$ cat config.mk
export PLATFORM = sky130hd
export DESIGN_NAME = kfli_front
export DESIGN_NICKNAME = d
export VERILOG_FILES = /design/src/hdl/kfli_pkg.sv /design/src/hdl/kfli_front.sv
export SDC_FILE = /design/constraint.sdc
export NUM_CORES = 1
export LEC_CHECK = 0
export BUFFER_PORTS_ARGS = -buffer_cell sky130_fd_sc_hd__buf_2
export CORE_UTILIZATION = 52
export DETAILED_ROUTE_END_ITERATION = 10
export GPL_ROUTABILITY_DRIVEN = 0
export PLACE_DENSITY = 0.8
export SYNTH_ARGS = -nofsm -noshare
export SYNTH_HDL_FRONTEND = slang
export SYNTH_SLANG_ARGS = --single-unit
$ cat constraint.sdc
create_clock -name clk_i -period 6.1 [get_ports clk_i]
set_input_delay 1.22 -clock clk_i [delete_from_list [all_inputs] [get_ports clk_i]]
set_output_delay 1.22 -clock clk_i [all_outputs]
set_load 0.01 [all_outputs]
$ cat src/hdl/kfli_pkg.sv
// Shared types and constants of the keyframe linear interpolator.
// No dependencies; the top level, front end and back end import this package.
package kfli_pkg;

  localparam int unsigned MAX_KEYS_DEF     = 16;
  localparam int unsigned NUM_CHANNELS_DEF = 4;

  localparam int unsigned IO_CH      = 4;
  localparam int unsigned VAL_W      = 16;
  localparam int unsigned TIME_W     = 32;
  localparam int unsigned FRAC_W     = 16;
  localparam int unsigned SLOT_W     = 4;
  localparam int unsigned KCNT_W     = 5;
  localparam int unsigned CCNT_W     = 3;
  localparam int unsigned CFG_IDX_W  = 1;
  localparam int unsigned CFG_DATA_W = 5;
  localparam int unsigned CMD_DEPTH  = 2;

  localparam logic [KCNT_W-1:0] KEY_COUNT_RST     = KCNT_W'(0);
  localparam logic [CCNT_W-1:0] CHANNEL_COUNT_RST = CCNT_W'(4);

  typedef enum logic {
    ACT_WRITE  = 1'b0,
    ACT_SAMPLE = 1'b1
  } action_e;

  typedef enum logic [CFG_IDX_W-1:0] {
    REG_KEY_COUNT     = 1'b0,
    REG_CHANNEL_COUNT = 1'b1
  } reg_idx_e;

  typedef logic signed [VAL_W-1:0] val_t;

  typedef struct packed {
    action_e                 action;
    logic [SLOT_W-1:0]       slot;
    logic [TIME_W-1:0]       stamp;
    val_t [IO_CH-1:0]        values;
  } cmd_t;

  typedef struct packed {
    logic [KCNT_W-1:0] key_count;
    logic [CCNT_W-1:0] channel_count;
  } cfg_t;

endpackage

$ cat src/hdl/kfli_front.sv
// Front end: classifies and queues input words; drops writes to slots past MAX_KEYS.
// Depends on kfli_pkg; feeds kfli_back.
module kfli_front import kfli_pkg::*; #(
  parameter int unsigned MAX_KEYS = MAX_KEYS_DEF
) (
  input  logic               clk_i,
  input  logic               rst_ni,
  input  logic               push,
  output logic               full,
  input  logic               action_i,
  input  logic [SLOT_W-1:0]  entry_index_i,
  input  logic [TIME_W-1:0]  entry_time_i,
  input  val_t [IO_CH-1:0]   entry_values_i,
  input  logic [TIME_W-1:0]  sample_time_i,
  output logic               cmd_valid_o,
  output cmd_t               cmd_o,
  input  logic               cmd_pop_i
);

  localparam int unsigned CQ_AW = $clog2(CMD_DEPTH);

  cmd_t             q_mem_q [CMD_DEPTH];
  logic [CQ_AW-1:0] wr_ptr_q;
  logic [CQ_AW-1:0] rd_ptr_q;
  logic [CQ_AW:0]   count_q;

  cmd_t cmd_in;
  logic slot_ok;
  logic accept;
  logic keep;
  logic pop_en;

  assign full        = (count_q == (CQ_AW+1)'(CMD_DEPTH));
  assign accept      = push && !full;
  assign slot_ok     = (32'(entry_index_i) < MAX_KEYS);
  assign keep        = accept && ((action_e'(action_i) == ACT_SAMPLE) || slot_ok);
  assign cmd_valid_o = (count_q != '0);
  assign pop_en      = cmd_pop_i && cmd_valid_o;
  assign cmd_o       = q_mem_q[rd_ptr_q];

  always_comb begin
    cmd_in.action = action_e'(action_i);
    cmd_in.slot   = entry_index_i;
    cmd_in.stamp  = (action_e'(action_i) == ACT_SAMPLE) ? sample_time_i : entry_time_i;
    cmd_in.values = entry_values_i;
  end

  always_ff @(posedge clk_i) begin
    if (keep) begin
      q_mem_q[wr_ptr_q] <= cmd_in;
    end
  end

  always_ff @(posedge clk_i or negedge rst_ni) begin
    if (!rst_ni) begin
      wr_ptr_q <= '0;
      rd_ptr_q <= '0;
      count_q  <= '0;
    end else begin
      if (keep) begin
        wr_ptr_q <= wr_ptr_q + CQ_AW'(1);
      end
      if (pop_en) begin
        rd_ptr_q <= rd_ptr_q + CQ_AW'(1);
      end
      unique case ({keep, pop_en})
        2'b10:   count_q <= count_q + (CQ_AW+1)'(1);
        2'b01:   count_q <= count_q - (CQ_AW+1)'(1);
        default: count_q <= count_q;
      endcase
    end
  end

endmodule

==> reports/results.tsv <==
stage	metric	value	unit
yosys	synth-edff-count	202	
global_route	overflow	0	
global_route	grt_first_pass_wirelength	22.1	mm
yosys	synth_fp_nets	506	
floorplan	initial_core_util	53.5	%
final_layout	drive_gt1_share	63.9	%
sta	period_share	59.4	%
yosys	synth_top_area_share	74.0	%
clock_network	post_cts_buffers	0	
critical_path	start_kind	flop	
yosys	synth_area_per_cell	22.3	um2
sta	setup_viol	0	
clock_network	clock_latency	0.49	ns
yosys	synth.ff_latch_count	206	
final_layout	final_nets	758	
yosys	ys_types	19	
clock_network	cts_sinks	206	
critical_path	crit_path_max_fanout	58	
floorplan	die-area	16300	um2
placement	dp_hpwl	10.1	mm
critical_path	worstSetupPathType	reg2out	
floorplan	ios	240	
yosys	ys_warn_count	0	
routing	routed_wl	14.8	mm
floorplan	die_w	128	um
yosys	async_flop_share	1.94	%
power	switching_share	28.1	%
power	leakage	4.12	nW
yosys	syn_inst	368	
critical_path	end_kind	output port	
power	cellPowerDensity	466	nW/um2
final_layout	fin_util	66.9	%
power	intPower	0.00343	W
routing	drt-pass1-iter-count	4	
power	comb_power_share	30.5	%
placement	dp.cells	807	
min_path	hp-class	reg2reg	
sta	skew	0.00916	ns
clock_network	htreeDepth	1	
final_layout	syn2layout_area_growth	25.0	%
sta	slew_headroom	45.3	%
routing	drt_iter0_drc	225	
floorplan	core-area	15300	um2
clock_network	cts.root.buffer_cell	clkbuf_16	
routing	num_vias	4216	
routing	drc	0	
critical_path	rrSetupSlack	3.70	ns
critical_path	r2r_cells	3	
routing	viasPerCell	4.98	
floorplan	num_rows	45	
yosys	syn_area	8200	um2
run_status	status	completed	
sta	tns	0	ns
routing	wl_per_cell	17.5	um
global_route	grt_max_degree	61	
final_layout	fill_cells	1058	
clock_network	cts_buffers	22	
critical_path	cp.required	4.88	ns
global_route	track_usage	17.7	%
sta	setup_ws	2.48	ns
sta	rsz0062_at_grt	false	
yosys	yosys.area.top_type	edfxtp_1	
clock_network	cts_tree	done	
clock_network	clkTransAtPathRegs	0.06	ns
routing	final_antenna_net_count	0	
final_layout	final_cells	846	
power	totalPowerFinal	0.00478	W
sta	hold_viol_final	0	
clock_network	cts_resized	0	
clock_network	clockBufferDepth	3	
power	p_clk_share	25.4	%
yosys	synth_common_cells	edfxtp_1 (202), mux2_4 (80), mux2_2 (51)	
placement	port_buffers	239	
power	peakVddDrop	274	uV
placement	post-place-ws	2.94	ns
sta	worst_slew_pin_slew	0.820	ns
yosys	synth_flop_cell	edfxtp_1	
run	maxCapViolations	0	
sta	slew_viol_final	0	
sta	finalCriticalPeriod	3.62	ns
critical_path	critPathArrivalTime	2.40	ns
global_route	antenna_found_initial	1	
yosys	synth_most_common_cell	edfxtp_1	
global_route	grt_pass1_vias	4355	
power	net-switching-power	0.00134	W
yosys	synthTopCellsByArea	edfxtp_1 (74%), mux2_4 (15%), mux2_2 (7.0%)	
power	seqPwrFrac	44.0	%
sta	clock.fmax	276	MHz
min_path	holdPathStages	1	
clock_network	cts_hold_buf	0	
yosys	ys_seq_area_share	75.2	%
floorplan	die_y	128	um
## cells by family after synthesis
group	share of synthesized area, %
xor gates and xnor gates	0.534
adders and majority gates	0.153
buffers and inverters	1.69
DFF	75.2
muxes	21.9
and+or+nand+nor	0.473
## per-layer routing
layer	GRT usage [%]	up-vias	share of wire, %
met5	0	-	0
met4	6.16	0	1.6
met3	4.56	21	7.4
met2	31.2	169	51
met1	21.2	2072	40
li1	-	1954	-
## critical path: stages, from the launching register on
cell     delay, ns
dfrtp_4       0.93
buf_12        0.43
mux2_2        0.39
buf_2         0.14
## layout make-up
| cell class | instances | area [um2] | area share [%] |
|---|---|---|---|
| sequential | 206 | 6170 | 60.2 |
| clock buffer | 28 | 594 | 5.80 |
| clock inverter | 10 | 68.8 | 0.672 |
| multi-input combinational | 146 | 1910 | 18.6 |
| timing repair buffer | 243 | 1240 | 12.1 |
| antenna | 1 | 2.50 | 0.0244 |
| inverter | 1 | 3.75 | 0.0366 |
| tap | 211 | 264 | 2.58 |
## metrics by stage
| stage | hold slack [ns] | cell area (um2) |
|---|---|---|
| 2_1_floorplan | 0.457 | 8200 |
| 3_3_place_gp | 0.471 | 9580 |
| 3_5_place_dp | 0.480 | 9580 |
| 4_1_cts | 0.487 | 10200 |
| 5_1_grt | 0.503 | 10200 |
| 6_report | 0.491 | 10200 |
## placed cells by master, fill, tap and decap left out, drive strengths merged, types with 2 or more instances in the layout
cell	n
buf	243
clkbuf	28
clkinv	8
dfrtp	4
edfxtp	202
mux2	133
nor2	2
xnor2	3
xor2	2
## sequential cells by signal, summed over array words and instances, names as in the netlist
register,count
q_mem_q,202
count_q,2
rd_ptr_q,1
wr_ptr_q,1
## power groups by stage
| stage | Clock, W | Combinational (W) | Sequential [W] |
|---|---|---|---|
| finish | 0.00122 | 0.00146 | 0.00210 |
| global route | 0.00130 | 0.00156 | 0.00213 |
| CTS | 0.00125 | 0.00148 | 0.00211 |
| detailed placement | 0 | 0.00148 | 0.00213 |
| global placement | 0 | 0.00145 | 0.00211 |
| floorplan | 0 | 0.00109 | 0.00207 |
## worst paths after layout
path,end,from
max,cmd_o[68],rd_ptr_q$_DFFE_PN0P_
min reg2reg,count_q[1]$_DFFE_PN0P_,count_q[1]$_DFFE_PN0P_
min,count_q[1]$_DFFE_PN0P_,count_q[1]$_DFFE_PN0P_
max in group asynchronous,rd_ptr_q$_DFFE_PN0P_,rst_ni
max reg2reg,q_mem_q[1][100]$_DFFE_PP_,count_q[0]$_DFFE_PN0P_
min in group asynchronous,count_q[1]$_DFFE_PN0P_,rst_ni
No activity file was read; power rests on OpenSTA's default activity.
